[config.mk]
export PLATFORM = sky130hd
export DESIGN_NAME = utf8_stream_decoder
export DESIGN_NICKNAME = d
export VERILOG_FILES = /design/src/rtl/core/ufd_pkg.sv /design/src/rtl/core/ufd_front.sv /design/src/rtl/core/ufd_jobq.sv /design/src/rtl/core/ufd_back.sv /design/src/rtl/core/utf8_stream_decoder.sv
export SDC_FILE = /design/constraint.sdc
export NUM_CORES = 1
export LEC_CHECK = 0
export BUFFER_PORTS_ARGS = -buffer_cell sky130_fd_sc_hd__buf_2
export CORE_AREA = 2 2 114 116
export DETAILED_ROUTE_END_ITERATION = 10
export DIE_AREA = 0 0 116 118
export GPL_TIMING_DRIVEN = 0
export PLACE_DENSITY = 0.83
export SLEW_MARGIN = 20
export SYNTH_ARGS = -nofsm -noshare
export SYNTH_HDL_FRONTEND = slang
export SYNTH_SLANG_ARGS = --single-unit
[constraint.sdc]
create_clock -name clk -period 4.45 [get_ports clk]
set_clock_uncertainty 0.2 [all_clocks]
set_input_delay 0.2225 -clock clk [delete_from_list [all_inputs] [get_ports clk]]
set_output_delay 0.2225 -clock clk [all_outputs]
set_load 0.05 [all_outputs]
[src/rtl/core/ufd_pkg.sv]
package ufd_pkg;

  localparam int unsigned QDepth = 4;
  localparam int unsigned QPtrW = $clog2(QDepth);
  localparam int unsigned QCntW = $clog2(QDepth + 1);

  typedef struct packed {
    logic [7:0] byte_in;
    logic       stream_end;
  } in_t;

  typedef struct packed {
    logic [20:0] code_point;
    logic        is_error;
    logic        run_last;
  } out_t;

  // one byte's worth of results: n_err errors, then an optional code point
  typedef struct packed {
    logic [2:0]  n_err;
    logic        has_val;
    logic [20:0] cp;
  } job_t;

endpackage

[src/rtl/core/ufd_front.sv]
module ufd_front (
  input  logic          clk,
  input  logic          rst_n,
  input  logic          in_push,
  input  ufd_pkg::in_t  in_data,
  output logic          in_full,
  input  logic          q_full,
  output logic          job_push,
  output ufd_pkg::job_t job
);

  logic [7:0] lead_r, lead_nxt;
  logic [1:0] exp_r, exp_nxt;
  logic [1:0] taken_r, taken_nxt;
  logic [7:0] t0_r, t0_nxt;
  logic [7:0] t1_r, t1_nxt;
  logic       accept;
  logic       fresh;
  logic [7:0] b;
  logic       is_cont;
  logic [20:0] asm_cp;

  assign in_full = q_full;
  assign accept  = in_push && !q_full;
  assign b       = in_data.byte_in;
  assign is_cont = (b[7:6] == 2'b10);

  always_comb begin
    unique case (exp_r)
      2'd1:    asm_cp = {10'd0, lead_r[4:0], b[5:0]};
      2'd2:    asm_cp = {5'd0, lead_r[3:0], t0_r[5:0], b[5:0]};
      default: asm_cp = {lead_r[2:0], t0_r[5:0], t1_r[5:0], b[5:0]};
    endcase
  end

  always_comb begin
    lead_nxt  = lead_r;
    exp_nxt   = exp_r;
    taken_nxt = taken_r;
    t0_nxt    = t0_r;
    t1_nxt    = t1_r;
    job       = '0;
    fresh     = 1'b0;
    if (exp_r != 2'd0) begin
      if (is_cont) begin
        if (({1'b0, taken_r} + 3'd1) >= {1'b0, exp_r}) begin
          job.has_val = 1'b1;
          job.cp      = asm_cp;
          exp_nxt     = 2'd0;
          taken_nxt   = 2'd0;
        end else begin
          if (taken_r == 2'd0) begin
            t0_nxt = b;
          end else begin
            t1_nxt = b;
          end
          taken_nxt = taken_r + 2'd1;
        end
      end else begin
        // drop the open sequence: lead plus each taken byte
        job.n_err = 3'd1 + {1'b0, taken_r};
        exp_nxt   = 2'd0;
        taken_nxt = 2'd0;
        fresh     = 1'b1;
      end
    end else begin
      fresh = 1'b1;
    end
    if (fresh) begin
      if (!b[7]) begin
        job.has_val = 1'b1;
        job.cp      = {13'd0, b};
      end else if (!b[6]) begin
        job.n_err = job.n_err + 3'd1;
      end else begin
        lead_nxt  = b;
        taken_nxt = 2'd0;
        if (!b[5]) begin
          exp_nxt = 2'd1;
        end else if (!b[4]) begin
          exp_nxt = 2'd2;
        end else begin
          exp_nxt = 2'd3;
        end
      end
    end
    if (in_data.stream_end && exp_nxt != 2'd0) begin
      job.n_err = job.n_err + 3'd1 + {1'b0, taken_nxt};
      exp_nxt   = 2'd0;
      taken_nxt = 2'd0;
    end
  end

  assign job_push = accept && (job.has_val || job.n_err != 3'd0);

  always_ff @(posedge clk) begin
    if (!rst_n) begin
      exp_r   <= 2'd0;
      taken_r <= 2'd0;
    end else if (accept) begin
      exp_r   <= exp_nxt;
      taken_r <= taken_nxt;
    end
  end

  always_ff @(posedge clk) begin
    if (accept) begin
      lead_r <= lead_nxt;
      t0_r   <= t0_nxt;
      t1_r   <= t1_nxt;
    end
  end

endmodule

[src/rtl/core/ufd_jobq.sv]
module ufd_jobq (
  input  logic          clk,
  input  logic          rst_n,
  input  logic          push,
  input  ufd_pkg::job_t push_data,
  output logic          full,
  input  logic          pop,
  output ufd_pkg::job_t head,
  output logic          empty
);

  ufd_pkg::job_t mem [ufd_pkg::QDepth];
  logic [ufd_pkg::QPtrW-1:0] wr_r, rd_r;
  logic [ufd_pkg::QCntW-1:0] cnt_r;
  logic do_push, do_pop;

  assign full    = (cnt_r == ufd_pkg::QCntW'(ufd_pkg::QDepth));
  assign empty   = (cnt_r == '0);
  assign do_push = push && !full;
  assign do_pop  = pop && !empty;
  assign head    = mem[rd_r];

  always_ff @(posedge clk) begin
    if (do_push) begin
      mem[wr_r] <= push_data;
    end
  end

  always_ff @(posedge clk) begin
    if (!rst_n) begin
      wr_r  <= '0;
      rd_r  <= '0;
      cnt_r <= '0;
    end else begin
      if (do_push) begin
        wr_r <= wr_r + 1'b1;
      end
      if (do_pop) begin
        rd_r <= rd_r + 1'b1;
      end
      if (do_push && !do_pop) begin
        cnt_r <= cnt_r + 1'b1;
      end else if (do_pop && !do_push) begin
        cnt_r <= cnt_r - 1'b1;
      end
    end
  end

endmodule

[src/rtl/core/ufd_back.sv]
module ufd_back (
  input  logic          clk,
  input  logic          rst_n,
  input  ufd_pkg::job_t head,
  input  logic          q_empty,
  output logic          q_pop,
  output logic          out_empty,
  input  logic          out_pop,
  output ufd_pkg::out_t out_data
);

  logic [1:0]    done_r;
  logic          out_valid_r;
  ufd_pkg::out_t out_r;
  logic [2:0]    total;
  logic          emit;
  logic          emit_err;
  logic          last;

  assign total    = head.n_err + {2'b00, head.has_val};
  assign emit_err = ({1'b0, done_r} < head.n_err);
  assign last     = (({1'b0, done_r} + 3'd1) == total);
  assign emit     = !q_empty && (!out_valid_r || out_pop);
  assign q_pop    = emit && last;

  assign out_empty = !out_valid_r;
  assign out_data  = out_r;

  always_ff @(posedge clk) begin
    if (!rst_n) begin
      done_r      <= 2'd0;
      out_valid_r <= 1'b0;
    end else begin
      if (emit) begin
        out_valid_r <= 1'b1;
        done_r      <= last ? 2'd0 : done_r + 2'd1;
      end else if (out_pop) begin
        out_valid_r <= 1'b0;
      end
    end
  end

  always_ff @(posedge clk) begin
    if (emit) begin
      out_r.code_point <= emit_err ? 21'd0 : head.cp;
      out_r.is_error   <= emit_err;
      out_r.run_last   <= last;
    end
  end

endmodule

[src/rtl/core/utf8_stream_decoder.sv]
// Byte-serial UTF-8 decoder with queue-style ports on both sides.
// Input: drive in_data (byte_in, stream_end) with in_push; a beat is taken
// at a clock edge where in_push is high and in_full is low.
// Output: while out_empty is low, out_data holds the oldest result
// (code_point, is_error, run_last); out_pop takes it.
// A byte gives zero to four results; run_last marks the last one of a byte.
// A byte that only opens or extends a sequence gives no result.
// A byte's results pass through the job queue and then the output register.
// Throughput: one byte per cycle while each byte gives at most one result
// and the receiver keeps up; a byte giving several results holds the output
// until each is emitted in turn, and the four-entry job queue between decoder
// front and result expander absorbs such bursts before in_full rises.
// When the receiver stalls, the output beat holds, the job queue fills and
// in_full rises; no beat is lost.
// Reset (rst_n low, synchronous) closes any open sequence and empties the
// queue and the output register; the block is ready the cycle after.
module utf8_stream_decoder (
  input  logic          clk,
  input  logic          rst_n,
  input  logic          in_push,
  output logic          in_full,
  input  ufd_pkg::in_t  in_data,
  output logic          out_empty,
  input  logic          out_pop,
  output ufd_pkg::out_t out_data
);

  ufd_pkg::job_t job_w;
  ufd_pkg::job_t head_w;
  logic          job_push;
  logic          q_full;
  logic          q_empty;
  logic          q_pop;

  ufd_front u_front (
    .clk      (clk),
    .rst_n    (rst_n),
    .in_push  (in_push),
    .in_data  (in_data),
    .in_full  (in_full),
    .q_full   (q_full),
    .job_push (job_push),
    .job      (job_w)
  );

  ufd_jobq u_jobq (
    .clk       (clk),
    .rst_n     (rst_n),
    .push      (job_push),
    .push_data (job_w),
    .full      (q_full),
    .pop       (q_pop),
    .head      (head_w),
    .empty     (q_empty)
  );

  ufd_back u_back (
    .clk       (clk),
    .rst_n     (rst_n),
    .head      (head_w),
    .q_empty   (q_empty),
    .q_pop     (q_pop),
    .out_empty (out_empty),
    .out_pop   (out_pop),
    .out_data  (out_data)
  );

endmodule

After elaboration in Yosys (flattened, before gate mapping)

Memory sizes are Yosys's and may differ from the RTL's. A register that Yosys moved wholly into a read port is not among the register bits.
Cells that the tools add are included.

Register bits: 54
Bits in writable memories: 100
Input port bits: 13
Output and inout bits: 25
Logic and storage cells: 98
Memories kept: 1

$add $sub $neg: 12
$lt $le $gt $ge: 2
Equal/unequal tests: 5
Mux-type cells: 37
Bitwise logic cells: 2
Reduce and logical (&&, ||, !) cells: 26

Memories:

| name       | depth | width | read ports | clocked after Yosys merged registers in | write ports | RTL line       | RTL |
|---|---|---|---|---|---|---|---|
| u_jobq.mem | 4     | 25    | 1          | 1                                       | 1           | ufd_jobq.sv:12 | `ufd_pkg::job_t mem [ufd_pkg::QDepth];` |

Operators with widths:

| cell                                              | count |
|---|---|
| 2-to-1 mux 22 bit                                 | 3 |
| 2-to-1 mux 25 bit                                 | 2 |
| one-hot mux 21 bit (2 select lines)               | 1 |
| 2-to-1 mux 2 bit                                  | 18 |
| 2-to-1 mux 3 bit                                  | 6 |
| AND reduction 5 bit                               | 2 |
| adder 3 x 1 -> 3 bit (second input constant)      | 3 |
| logical AND 1 bit                                 | 9 |
| adder 2 x 1 -> 2 bit (second input constant)      | 4 |
| nonzero test 2 bit                                | 4 |
| 2-to-1 mux 1 bit                                  | 7 |
| adder 2 x 1 -> 3 bit (second input constant)      | 2 |
| zero test 1 bit                                   | 5 |
| == test 2 bit (second input constant)             | 2 |
| AND reduction 4 bit                               | 1 |
| adder 3 x 1 -> 3 bit                              | 1 |
| adder 3 x 2 -> 3 bit                              | 1 |
| == test 3 bit                                     | 1 |
| == test 3 bit (second input constant)             | 1 |
| >= comparator 3 x 2 -> 1 bit                      | 1 |
| zero test 3 bit                                   | 1 |
| less-than comparator 2 x 3 -> 1 bit               | 1 |
| nonzero test 3 bit                                | 1 |
| subtractor 3 x 1 -> 3 bit (second input constant) | 1 |
| 4 further kinds                                   | 6 |

Logic depth before layout (Yosys ltp)

Gate-level depths: netlist of run 1.

Depth in word-level cells: 20
Gate-level depth with buffers: 19
Mapped depth without buffers: 17

Hierarchy

Synthesis of run 1 repeated with hierarchy kept, for this count alone.

Cells, all modules: 409
Area, all modules: 6792.8 µm²

By module, submodules not included:

| module    | times used | cells each | area each (µm²) | seq. area each (µm²) |
|---|---|---|---|---|
| ufd_jobq  | 1          | 179        | 4121.5          | 3183.1 |
| ufd_front | 1          | 151        | 1520.2          | 590.6 |
| ufd_back  | 1          | 79         | 1151.1          | 750.7 |

Worst setup path before layout of run 1

OpenSTA, ideal clock, no wires.

Kind: flip-flop to flip-flop
Start point: register u_front.exp_r[0]
End point: register u_jobq.cnt_r[2] in the netlist's numbering
Library setup time: 76 ps
Arrival: 4019 ps
Data required time: 4174 ps
Slack: 156 ps
Stages on the path, launching flop included: 18
Buffers on the path: 2
Clock period less this slack: 4294 ps
Cell sequence: dfxtp_1 inv_1 ha_1 buf_12 buf_2 nor3_1 ha_1 a31o_2 fa_1 nand4b_1 a21oi_1 a211oi_4 ha_1 inv_1 fa_1 xor2_1 or3_1 a21boi_0

Cells in the longest elaborated chain, start to end: 17
Elaborated cells between the ends (all ways): 37
Those cells by class: add/sub: 3; order compare: 1; mux: 22; reduce/logical: 11

Ends and longest elaborated chain:

| what                                                          | RTL line         | RTL |
|---|---|---|
| start, declared                                               | ufd_front.sv:13  | `logic [1:0] exp_r, exp_nxt;` |
| start signal, assigned                                        | ufd_front.sv:101 | `exp_r <= exp_nxt;` |
| branches (longest 11 deep; another with adder 3 x 1 -> 3 bit) | --               |  |
| logical OR 1 bit *                                            | ufd_front.sv:94  | `assign job_push = accept && (job.has_val \|\| job.n_err != 3'd0);` |
| logical AND 1 bit *                                           | ufd_front.sv:94  |  |
| logical AND 1 bit *                                           | ufd_jobq.sv:19   | `assign do_push = push && !full;` |
| net u_jobq.do_push                                            | ufd_jobq.sv:15   | `logic do_push, do_pop;` |
| zero test 1 bit                                               | ufd_jobq.sv:43   | `end else if (do_pop && !do_push) begin` |
| logical AND 1 bit                                             | ufd_jobq.sv:43   |  |
| nonzero test 2 bit (no line)                                  | --               |  |
| end signal, assigned                                          | ufd_jobq.sv:42   | `cnt_r <= cnt_r + 1'b1;` |
| end signal, assigned                                          | ufd_jobq.sv:44   | `cnt_r <= cnt_r - 1'b1;` |
| end, declared                                                 | ufd_jobq.sv:14   | `logic [ufd_pkg::QCntW-1:0] cnt_r;` |

Mark *: on every way through the listed nets, which the timed path passes.
A chain may end at the register's enable or synchronous reset.

Worst setup path after layout of run 1

Start point: register u_front.exp_r[1]
End point: register u_jobq.cnt_r[2] in the netlist's numbering

The elaborated chain is that of the path after synthesis.

==> key figures, run 1 <==
GRT
  • Grt peak-use layer: met2
  • Tot GR Track Use: 19.2%
  • Vias in the first global route: 3,703
  • First-pass GRT wire length: 19,400 um
  • Gr ovfl total: 0
  • Met1 usage: 23.5%
  • Initial antenna violation count: 0
  • Met2 Track Usage GR: 32.8%
  • Met3 Use GR: 4.58%
  • Largest net degree at the start of global routing: 27

Detailed routing
  • Final ANT Viol Nets: 0
  • DR DRC count: 0
  • Vias: 3,603
  • Number of vias per cell: 5.48
  • Drt first pass iters: 5
  • Post-DR wirelength/cell: 18.1 um
  • Iter 0 DRT Violations: 267
  • Final WL: 11,900 um

Worst hold path
  • Hold Path Class: primary input to flip-flop

STA
  • Post-layout minimum cycle time: 4.35 ns
  • Setup violators final: 0
  • Total negative slack: 0 ns
  • Slew HR: 30.7%
  • Fmax achieved: 230 MHz
  • Final worst setup slack: 0.0997 ns
  • Final Hold Viols: 0
  • Slew @ Worst Pin: 1.04 ns
  • Final Max Slew Viols: 0
  • Period Utilization, post-route: 97.8%

Run status
  • Status: complete, no violations

Synthesis
  • Seq cells post-synth: 156
  • Synth Flop Type: edfxtp_1
  • Synth warn: 0
  • XOR/XNOR Fraction of Synth Area: 1.41%
  • Area leader, netlist: edfxtp_1
  • Top cell type's share of synthesized area: 62.4%
  • Syn Nets: 433
  • Adder-cell share of the synthesized area: 4.05%
  • Synth Area in Compound Gates: 5.29%
  • Simple-Gate Fraction of Synth Area: 10.6%
  • Largest family of logic cells by synthesized area: simple AND/OR/NAND/NOR gates
  • Post-synth cell types: 57
  • Mapped Area: 6740 sq um
  • Post-synth EDFFs: 140
  • Post-synthesis mux area share: 9.11%
  • Top cells by area, synth: edfxtp_1 62%, mux4_2 8.4%, dfxtp_1 4.8%, ha_1 3.2%, and2_1 2.2%
  • Synth Area per Inst: 16.9 sq um
  • Sequential share of the synthesized area: 67.1%
  • Post-Synthesis Cells: 400
  • Post-synth ARST share: 0%

Die
  • I/O pin count: 38
  • Die Height: 118 um
  • FP Rows: 41
  • Full die area: 13,700 sq um
  • Core box area: 12,400 sq um
  • Initial Utilization: 54.3%
  • Die W: 116 um

Place
  • Placed cell areas: 7150 sq um
  • Hpwl dp: 7450 um
  • RePlAce Congestion: 0.866
  • Dpl ws: -0.371 ns
  • IO buf count: 37
  • Cells after DPL: 609

CTS
  • CTS tree: built
  • Deepest clock path buffer count: 2
  • Inserted Clock Buffers: 17
  • H-tree depth: 4
  • Clock latency on the worst-skew pair: 0.43 ns
  • Root Driver: clkbuf_16
  • Total clock sinks: 156
  • Clk slew on worst S/H paths: 0.06 ns

Flow run
  • Max cap viols: 0

Power
  • Max IR drop VDD: 267 uV
  • Leak pwr: 2.78 nW
  • Cell Pwr Density: 619 nW/um^2

Cells and area
  • Design area: 7890 sq um
  • P&R area growth vs syn: 17.0%
  • Fin nets: 505
  • FILL cells: 856
  • Non-Filler Instances: 657
  • N_diodes: 0
  • Layout cells sized above 1: 28.9%

Critical path
  • Crit Path Max Fanout: 6
  • Critical Path AT: 4.50 ns
  • Crit start category: flip-flop
  • Worst Setup End Kind: flip-flop
  • CP Data Required Time: 4.60 ns
  • WS Path Type: flip-flop to flip-flop
[repair_timing]
item,4_1_cts,5_1_grt
resized for setup,6,4
buffers inserted,2,5
setup endpoints to repair,102,101
hold buffers,10,0
hold endpoints to repair,24,0
pin swaps,1,5
[power breakdown]
group / switching (mW) / internal [mW] / leakage (nW)
combinational: 0.979 / 0.537 / 1.05
clock: 0.573 / 0.827 / 0.273
sequential: 0.0713 / 1.89 / 1.46
[cells in the mapped netlist, types with 4 or more instances]
| library cell | number |
|---|---|
| a211oi_1 | 7 |
| a21oi_1 | 13 |
| a22oi_1 | 5 |
| and2_1 | 24 |
| clkbuf_1 | 7 |
| dfxtp_1 | 16 |
| edfxtp_1 | 140 |
| ha_1 | 17 |
| inv_1 | 15 |
| mux2i_1 | 4 |
| mux4_2 | 25 |
| nand2_1 | 14 |
| nand2b_1 | 8 |
| nand3_1 | 7 |
| nor2_1 | 10 |
| nor2b_1 | 15 |
| nor2b_4 | 10 |
| nor3_1 | 5 |
| xnor2_1 | 7 |
[flip-flops by register name (all words and copies together), names as in the netlist, named ones only]
signal / flops
u_jobq.mem: 100
u_front.t0_r: 6
u_front.taken_r: 2
u_front.t1_r: 6
u_front.exp_r: 2
u_jobq.cnt_r: 3
u_front.lead_r: 5
u_back.out_valid_r: 1
u_jobq.wr_r: 2
u_back.out_data: 23
u_back.done_r: 2
u_jobq.rd_r: 2
[worst max-delay path, cell delays in order (launching register included)]
cell and delay, ns:
dfxtp_4 0.36, inv_2 0.06, fa_1 0.59, a31oi_4 0.13
and2_1 0.18, a21oi_2 0.17, ha_1 0.16, inv_1 0.05
fa_1 0.50, nand4b_1 0.14, a21oi_1 0.10, a211oi_4 0.33
ha_2 0.23, inv_1 0.05, fa_1 0.37, xor2_1 0.17
or3_1 0.32, a21boi_1 0.16
[path summary, 6_finish.rpt]
kind | start | to | slack [ns] | depth (start not counted)
min | in_data[8] | u_jobq.mem[2][6]$_DFFE_PP_ | 0.17 | 2
max reg2reg | u_front.exp_r[1]$_SDFFE_PN0P_ | u_jobq.cnt_r[2]$_SDFFE_PN0P_ | 0.1 | 17
min reg2reg | u_jobq.wr_r[1]$_SDFFE_PN0P_ | u_jobq.wr_r[1]$_SDFFE_PN0P_ | 0.31 | 2
max | u_front.exp_r[1]$_SDFFE_PN0P_ | u_jobq.cnt_r[2]$_SDFFE_PN0P_ | 0.1 | 17
[routing by layer]
layer | part of all wire [%] | wire length, um
met1 | 39 | 4700
met2 | 54 | 6390
met3 | 5.5 | 658
met4 | 1.4 | 171
met5 | 0 | 0
[cell usage in the layout, fill, tap and decap left out, types with 3 or more instances in the layout]
master and count:
nor2_1 10, fa_1 3, nor2b_1 15, mux2i_1 4, xnor2_1 7, and2_2 5
a21oi_1 12, nand2_1 14, and2_1 20, buf_4 7, dfxtp_1 13, nand2b_1 8
inv_1 14, buf_2 39, dlygate4sd3_1 10, clkinv_1 4, ha_1 16, a22oi_1 5
clkbuf_1 8, a211oi_1 7, nor2b_4 10, buf_6 3, clkinv_4 3, clkbuf_16 17
edfxtp_1 140, nand3_1 7, mux4_2 25, nor3_1 4
[metrics by stage]
step | util (%) | power [mW] | hold slack, ns
2_1_floorplan | - | 3.19 | 0.121
3_3_place_gp | 57.5 | 3.45 | 0.251
3_5_place_dp | 57.6 | 3.49 | 0.250
4_1_cts | 63.2 | 4.91 | 0.150
5_1_grt | 63.5 | 5.10 | 0.171
6_report | 63.5 | 4.88 | 0.174
[area by class of cell]
cell class              count  area [sq um]  area share (%)
clock buffers              18           429            5.44
plain buffers              15          98.8            1.25
clock inverters            14           145            1.84
inverters                  16          60.1           0.761
multi-input cells         212          2070            26.2
well taps                 172           215            2.73
flip-flops and latches    156          4530            57.5
repair buffers             54           338            4.28
[cell families (layout without fill, tap and decap cells)]
| group | count (synthesis) | after routing |
|---|---|---|
| flip-flops | 156 | 156 |
| AND/OR/NAND/NOR | 108 | 108 |
| AO/OA/AOI/OAI | 44 | 44 |
| buffers and inverters | 32 | 117 |
| multiplexers | 30 | 30 |
| adder cells (fa/ha/maj) | 20 | 20 |
| XOR/XNOR | 10 | 10 |
Note: power is estimated with default switching activity, not from simulation.
==> run 2, diff against run 1 <==
--- a/config.mk
+++ b/config.mk
@@ -10,7 +10,7 @@
 export DETAILED_ROUTE_END_ITERATION = 10
 export DIE_AREA = 0 0 116 118
 export GPL_TIMING_DRIVEN = 0
-export PLACE_DENSITY = 0.83
+export PLACE_DENSITY = 0.74
 export SLEW_MARGIN = 20
 export SYNTH_ARGS = -nofsm -noshare
 export SYNTH_HDL_FRONTEND = slang
==> key figures, run 2 (synthesis gave the netlist of run 1 again) <==
Critical path
  • CP peak stage delay: 0.54 ns (was 0.59 ns)
  • CP top delay family: adder cells (unchanged)
  • Critical Path AT: 4.43 ns (was 4.50 ns)
  • Crit. Startpoint: u_front.exp_r[1]$_SDFFE_PN0P_ (unchanged)
  • CP cell instances: inv_1 > fa_1 > a31oi_4 > and2_1 > a21oi_2 > ha_1 > inv_1 > fa_1 > nand4b_1 > a21oi_1 > a211oi_4 > ha_2 > inv_1 > fa_1 > xor2_1 > or3_1 > a21boi_0 (was inv_2 > fa_1 > a31oi_4 > and2_1 > a21oi_2 > ha_1 > inv_1 > fa_1 > nand4b_1 > a21oi_1 > a211oi_4 > ha_2 > inv_1 > fa_1 > xor2_1 > or3_1 > a21boi_1)
  • Crit path buffers/inverters: 3 (unchanged)
  • CP Data Required Time: 4.59 ns (was 4.60 ns)
  • Crit start category: flip-flop (unchanged)
  • Crit Path Max Fanout: 7 (was 6)
  • Worst R2R Start: u_front.exp_r[1]$_SDFFE_PN0P_ (unchanged)
  • Worst path slowest cell: fa_1 (unchanged)
  • WS Path Type: flip-flop to flip-flop (unchanged)
  • Worst Setup End Kind: flip-flop (unchanged)

GRT
  • Vias in the first global route: 3,662 (was 3,703)
  • Gr ovfl total: 0 (unchanged)
  • Largest net degree at the start of global routing: 27 (unchanged)
  • First-pass GRT wire length: 19,400 um (about the same)
  • Initial antenna violation count: 0 (unchanged)
  • Tot GR Track Use: 19.5% (was 19.2%)

Power
  • Cell Pwr Density: 635 nW/um^2 (was 619 nW/um^2)
  • Total power draw: 5.02 mW (was 4.88 mW)
  • Max IR drop VDD: 244 uV (was 267 uV)
  • Leak pwr: 2.78 nW (about the same)

CTS
  • Root Driver: clkbuf_16 (unchanged)
  • H-tree depth: 4 (unchanged)
  • Clk slew on worst S/H paths: 0.06 ns (about the same)
  • Inserted Clock Buffers: 17 (unchanged)
  • Clock latency on the worst-skew pair: 0.42 ns (was 0.43 ns)
  • CTS tree: built (unchanged)
  • Deepest clock path buffer count: 2 (unchanged)
  • Total clock sinks: 156 (unchanged)

Die
  • Core box area: 12,400 sq um (unchanged)
  • Initial Utilization: 54.3% (unchanged)
  • FP Rows: 41 (unchanged)
  • Die W: 116 um (unchanged)
  • Die Height: 118 um (unchanged)
  • Full die area: 13,700 sq um (unchanged)
  • I/O pin count: 38 (unchanged)

Detailed routing
  • Highest metal used: met4 (unchanged)
  • Post-DR wirelength/cell: 18.8 um (was 18.1 um)
  • Drt first pass iters: 5 (unchanged)
  • Vias: 3,603 (unchanged)
  • Met3 WL: 648 um (was 658 um)
  • DR DRC count: 0 (unchanged)
  • Final WL: 12,200 um (was 11,900 um)
  • Metal2 WL: 6220 um (was 6390 um)
  • Met1 Wirelength: 5020 um (was 4700 um)
  • Iter 0 DRT Violations: 272 (was 267)
  • Number of vias per cell: 5.53 (was 5.48)
  • Final ANT Viol Nets: 0 (unchanged)

Place
  • RePlAce Congestion: 0.819 (was 0.866)
  • Hpwl dp: 7490 um (was 7450 um)
  • IO buf count: 37 (unchanged)

Run status
  • Status: complete, no violations (unchanged)

STA
  • Final Max Slew Viols: 0 (unchanged)
  • Setup violators final: 0 (unchanged)
  • Period Utilization, post-route: 96.4% (was 97.8%)
  • Post-layout minimum cycle time: 4.29 ns (was 4.35 ns)
  • Slew HR: 28.4% (was 30.7%)
  • Final Hold Viols: 0 (unchanged)
  • Fmax achieved: 233 MHz (was 230 MHz)
  • Slew @ Worst Pin: 1.07 ns (was 1.04 ns)

Worst hold path
  • Worst min-delay path startpoint: in_data[8] (unchanged)
  • Hold Path Class: primary input to flip-flop (unchanged)

Cells and area
  • Max reg flops: 100 (unchanged)
  • N_diodes: 0 (unchanged)
  • Most frequent cells in the layout: 140 x edfxtp_1, 39 x buf_2, 25 x mux4_2, 20 x and2_1, 17 x clkbuf_16 (unchanged)
  • Core Util, Final: 63.7% (was 63.5%)
  • Top reg by flops: u_jobq.mem (unchanged)
  • P&R area growth vs syn: 17.2% (was 17.0%)
  • Layout cells sized above 1: 28.6% (was 28.9%)
  • Fin nets: 499 (was 505)
  • Leading cell type in the layout, fill and taps excluded: edfxtp_1 (unchanged)

Flow run
  • Max cap viols: 0 (unchanged)
## run 2: cell types whose count changed in the layout (fill, tap and decap cells not counted), sizes merged
| cell | before | now |
|---|---|---|
| clkinvlp | 2 | 3 |
| buf | 51 | 45 |
| clkinv | 7 | 6 |
| bufinv | 2 | 5 |
| inv | 19 | 16 |
## run 2: final timing paths
check	endpoint	slack, ns	depth (start not counted)
min	u_jobq.mem[0][6]$_DFFE_PP_	0.17	2
max reg2reg	u_jobq.cnt_r[2]$_SDFFE_PN0P_	0.16	17
max	u_jobq.cnt_r[2]$_SDFFE_PN0P_	0.16	17
min reg2reg	u_jobq.wr_r[1]$_SDFFE_PN0P_	0.31	2
## run 2: repair_timing
action | 4_1_cts | 5_1_grt
endpoints found under the setup margin | 1 | 101
endpoints found under the hold margin | 24 | 0
gates resized for setup | 2 | 6
hold buffers | 10 | 0
pin swaps | 1 | 0
buffers inserted | 1 | 0
## run 2: report_power, final
group | internal [mW] | leakage, nW | switching [mW]
clock | 0.986 | 0.301 | 0.553
sequential | 1.89 | 1.46 | 0.0754
combinational | 0.528 | 1.01 | 0.986
## run 2: worst reg2reg max path: stages, from the launching register on
cell and delay, ns:
dfxtp_4 0.38, inv_1 0.09, fa_1 0.54, a31oi_4 0.14, and2_1 0.20, a21oi_2 0.19
ha_1 0.17, inv_1 0.04, fa_1 0.49, nand4b_1 0.12, a21oi_1 0.08, a211oi_4 0.25
ha_2 0.23, inv_1 0.05, fa_1 0.37, xor2_1 0.18, or3_1 0.30, a21boi_0 0.18
## run 2: layout make-up
cell class | count | area, sq um
Buffer | 15 | 98.8
Clock buffer | 18 | 429
Clock inverter | 14 | 200
Fill cell | 892 | 4510
Inverter | 16 | 60.1
Multi-Input combinational cell | 212 | 2080
Sequential cell | 156 | 4530
Tap cell | 172 | 215
Timing Repair Buffer | 48 | 293
## run 2: per-layer routing
metal	vias up	global-route usage [%]
met3	21	5.87
li1	1652	-
met5	-	0
met2	129	31.5
met4	0	8.11
met1	1801	24.3
## run 2: metrics by stage
step	setup TNS, ns	cell area, sq um	worst slack, ns	hold slack [ns]	cells
2_1_floorplan	0	6740	0.156	0.121	400
3_3_place_gp	-33.63	7140	-0.343	0.252	609
3_5_place_dp	-0.203	7150	-0.203	0.254	609
4_1_cts	0	7890	0.0285	0.148	652
5_1_grt	-0.0318	7900	-0.0318	0.182	651
6_report	0	7900	0.160	0.167	651
==> run 3, diff against run 2 <==
==> constraint.sdc (replaced) <==
create_clock -name clk -period 4.45 [get_ports clk]
set_clock_uncertainty 0.2 [all_clocks]
set_input_delay 0.445 -clock clk [delete_from_list [all_inputs] [get_ports clk]]
set_output_delay 0.445 -clock clk [all_outputs]
set_load 0.05 [all_outputs]
==> key figures, run 3 (synthesis gave the netlist of run 1 again) <==
Run status
  • Status: complete, no violations (unchanged)

CTS
  • Clock latency on the worst-skew pair: 0.42 ns (about the same)
  • Inserted Clock Buffers: 17 (unchanged)
  • Deepest clock path buffer count: 2 (unchanged)
  • CTS tree: built (unchanged)
  • H-tree depth: 4 (unchanged)
  • CTS Hold Buffers Added: 0 (was 10)
  • Root Driver: clkbuf_16 (unchanged)
  • Total clock sinks: 156 (unchanged)
  • Clk slew on worst S/H paths: 0.06 ns (about the same)

Worst hold path
  • WHS Path Cells: 1 (was 2)
  • Hold Crit Endpoint: u_front.t0_r[2]$_DFFE_PP_ (was u_jobq.mem[0][6]$_DFFE_PP_)
  • Worst min-delay path startpoint: in_data[3] (was in_data[8])
  • Hold Path Class: primary input to flip-flop (unchanged)

Detailed routing
  • DR DRC count: 0 (unchanged)
  • Final WL: 12,100 um (was 12,200 um)
  • Final ANT Viol Nets: 0 (unchanged)
  • Iter 0 DRT Violations: 288 (was 272)
  • Vias: 3,573 (was 3,603)
  • Drt first pass iters: 5 (unchanged)
  • Post-DR wirelength/cell: 18.9 um (was 18.8 um)
  • Number of vias per cell: 5.57 (was 5.53)

STA
  • Final Max Slew Viols: 0 (unchanged)
  • Slew HR: 30.7% (was 28.4%)
  • Fmax achieved: 234 MHz (was 233 MHz)
  • Setup violators final: 0 (unchanged)
  • Total negative slack: 0 ns (unchanged)
  • Post-layout minimum cycle time: 4.28 ns (was 4.29 ns)
  • Period Utilization, post-route: 96.2% (was 96.4%)
  • Final Hold Viols: 0 (unchanged)
  • Slew @ Worst Pin: 1.03 ns (was 1.07 ns)

Critical path
  • CP Data Required Time: 4.59 ns (about the same)
  • Register-to-Register Path Depth: 17 (unchanged)
  • CP peak stage delay: 0.54 ns (about the same)
  • Worst path slowest cell: fa_1 (unchanged)
  • Crit Path Max Fanout: 7 (unchanged)
  • Worst Setup End Kind: flip-flop (unchanged)
  • Worst R2R Start: u_front.exp_r[1]$_SDFFE_PN0P_ (unchanged)
  • R2R Setup Slk: 0.17 ns (was 0.16 ns)
  • Crit start category: flip-flop (unchanged)
  • CP cell instances: inv_1 > fa_1 > a31oi_4 > and2_1 > a21oi_2 > ha_1 > inv_1 > fa_1 > nand4b_1 > a21oi_1 > a211oi_4 > ha_2 > inv_1 > fa_1 > xor2_1 > or3_1 > a21boi_0 (unchanged)
  • Critical Path AT: 4.42 ns (was 4.43 ns)
  • WS Path Type: flip-flop to flip-flop (unchanged)
  • R2R Path End: u_jobq.cnt_r[2]$_SDFFE_PN0P_ (unchanged)

Cells and area
  • Design area: 7800 sq um (was 7900 sq um)
  • Fin nets: 489 (was 499)
  • Max reg flops: 100 (unchanged)
  • Core Util, Final: 62.9% (was 63.7%)
  • N_diodes: 0 (unchanged)
  • Most frequent cells in the layout: 140 x edfxtp_1, 39 x buf_2, 25 x mux4_2, 20 x and2_1, 17 x clkbuf_16 (unchanged)
  • Non-Filler Instances: 641 (was 651)
  • P&R area growth vs syn: 15.8% (was 17.2%)
  • Area of the multi-input gates: 2080 sq um (unchanged)
  • Top reg by flops: u_jobq.mem (unchanged)
  • FILL cells: 901 (was 892)
  • Leading cell type in the layout, fill and taps excluded: edfxtp_1 (unchanged)
  • Sequential cell area: 4530 sq um (unchanged)
  • Layout cells sized above 1: 29.2% (was 28.6%)

Die
  • I/O pin count: 38 (unchanged)
  • Die W: 116 um (unchanged)
  • Core box area: 12,400 sq um (unchanged)
  • FP Rows: 41 (unchanged)
  • Full die area: 13,700 sq um (unchanged)
  • Initial Utilization: 54.3% (unchanged)
  • Die Height: 118 um (unchanged)

Power
  • Internal power: 3.40 mW (was 3.41 mW)
  • Clock Power Share: 30.6% (about the same)
  • Leak pwr: 2.73 nW (was 2.78 nW)
  • Cell Pwr Density: 641 nW/um^2 (was 635 nW/um^2)
  • Net Sw Frac: 32.1% (about the same)
  • NetSw: 1.61 mW (about the same)
  • Combinational fraction of design power: 30.0% (was 30.2%)
  • Max IR drop VDD: 244 uV (about the same)
  • Reg power frac: 39.3% (was 39.2%)

GRT
  • Vias in the first global route: 3,646 (was 3,662)
  • Grt peak-use layer: met2 (unchanged)
  • Gr ovfl total: 0 (unchanged)
  • Met3 Use GR: 5.87% (unchanged)
  • Met1 usage: 24.3% (about the same)
  • Met2 Track Usage GR: 31.3% (was 31.5%)
  • Tot GR Track Use: 19.4% (was 19.5%)
  • Largest net degree at the start of global routing: 27 (unchanged)
  • First-pass GRT wire length: 19,300 um (was 19,400 um)
  • Initial antenna violation count: 0 (unchanged)

Place
  • IO buf count: 37 (unchanged)
  • Hpwl dp: 7490 um (unchanged)
  • RePlAce Congestion: 0.819 (unchanged)
  • Placed cell areas: 7150 sq um (unchanged)
  • Cells after DPL: 609 (unchanged)

Flow run
  • Max cap viols: 0 (unchanged)
[run 3: cell count changes in the layout (fill, tap and decap cells not counted), sizes merged]
cell,previous run,this run
dlygate4sd3,10,0
[run 3: worst max path at each step]
stage / start / to / cells after the start
global route: u_front.exp_r[1]$_SDFFE_PN0P_ / u_jobq.cnt_r[2]$_SDFFE_PN0P_ / 17
global placement: u_front.exp_r[0]$_SDFFE_PN0P_ / u_jobq.mem[0][8]$_DFFE_PP_ / 12
CTS: u_front.exp_r[1]$_SDFFE_PN0P_ / u_jobq.cnt_r[2]$_SDFFE_PN0P_ / 18
finish: u_front.exp_r[1]$_SDFFE_PN0P_ / u_jobq.cnt_r[2]$_SDFFE_PN0P_ / 17
detailed placement: u_front.exp_r[0]$_SDFFE_PN0P_ / u_jobq.cnt_r[2]$_SDFFE_PN0P_ / 17
floorplan: u_front.exp_r[0]$_SDFFE_PN0P_ / u_jobq.cnt_r[2]$_SDFFE_PN0P_ / 17
[run 3: layer usage]
metal  up-vias  wire [um]
met5         -          0
met4         0        355
met3        25        667
met2       120       6160
met1      1800       4900
li1       1628          -
[run 3: what timing repair did]
| item | CTS | global route |
|---|---|---|
| setup endpoints to repair | 1 | 101 |
| resized for setup | 2 | 6 |
| hold endpoints to repair | 0 | 0 |
| pin swaps | 1 | 0 |
| buffers inserted | 1 | 0 |
[run 3: critical path: cells and delay by family, from the launching register on]
family | cells | cell delay, ns
compound gates | 5 | 0.84
xor+xnor | 1 | 0.18
fa+ha+maj | 5 | 1.79
buf+inv | 3 | 0.17
flops | 1 | 0.38
simple gates | 3 | 0.62
[run 3: layout make-up]
type / instances / area share [%]
plain buffers: 15 / 1.27
clock buffers: 18 / 5.50
clock inverters: 14 / 2.57
inverters: 16 / 0.770
multi-input cells: 212 / 26.6
flip-flops and latches: 156 / 58.1
well taps: 172 / 2.76
repair buffers: 38 / 2.47
[run 3: power by group through the flow]
stage | Clock, mW | Sequential, mW | Combinational [mW]
CTS | 1.55 | 1.97 | 1.52
finish | 1.53 | 1.97 | 1.50
detailed placement | 0 | 2.00 | 1.51
global placement | 0 | 1.99 | 1.49
global route | 1.61 | 1.99 | 1.61
floorplan | 0 | 2.37 | 0.818
[run 3: per-stage QoR]
| step | setup WS, ns | power, mW | hold slack, ns |
|---|---|---|---|
| 6_report | 0.170 | 5.00 | 0.0480 |
| 5_1_grt | -0.0318 | 5.21 | 0.0366 |
| 4_1_cts | 0.0285 | 5.05 | 0.0368 |
| 3_5_place_dp | -0.203 | 3.52 | 0.279 |
| 3_3_place_gp | -0.343 | 3.48 | 0.263 |
| 2_1_floorplan | 0.156 | 3.19 | 0.255 |
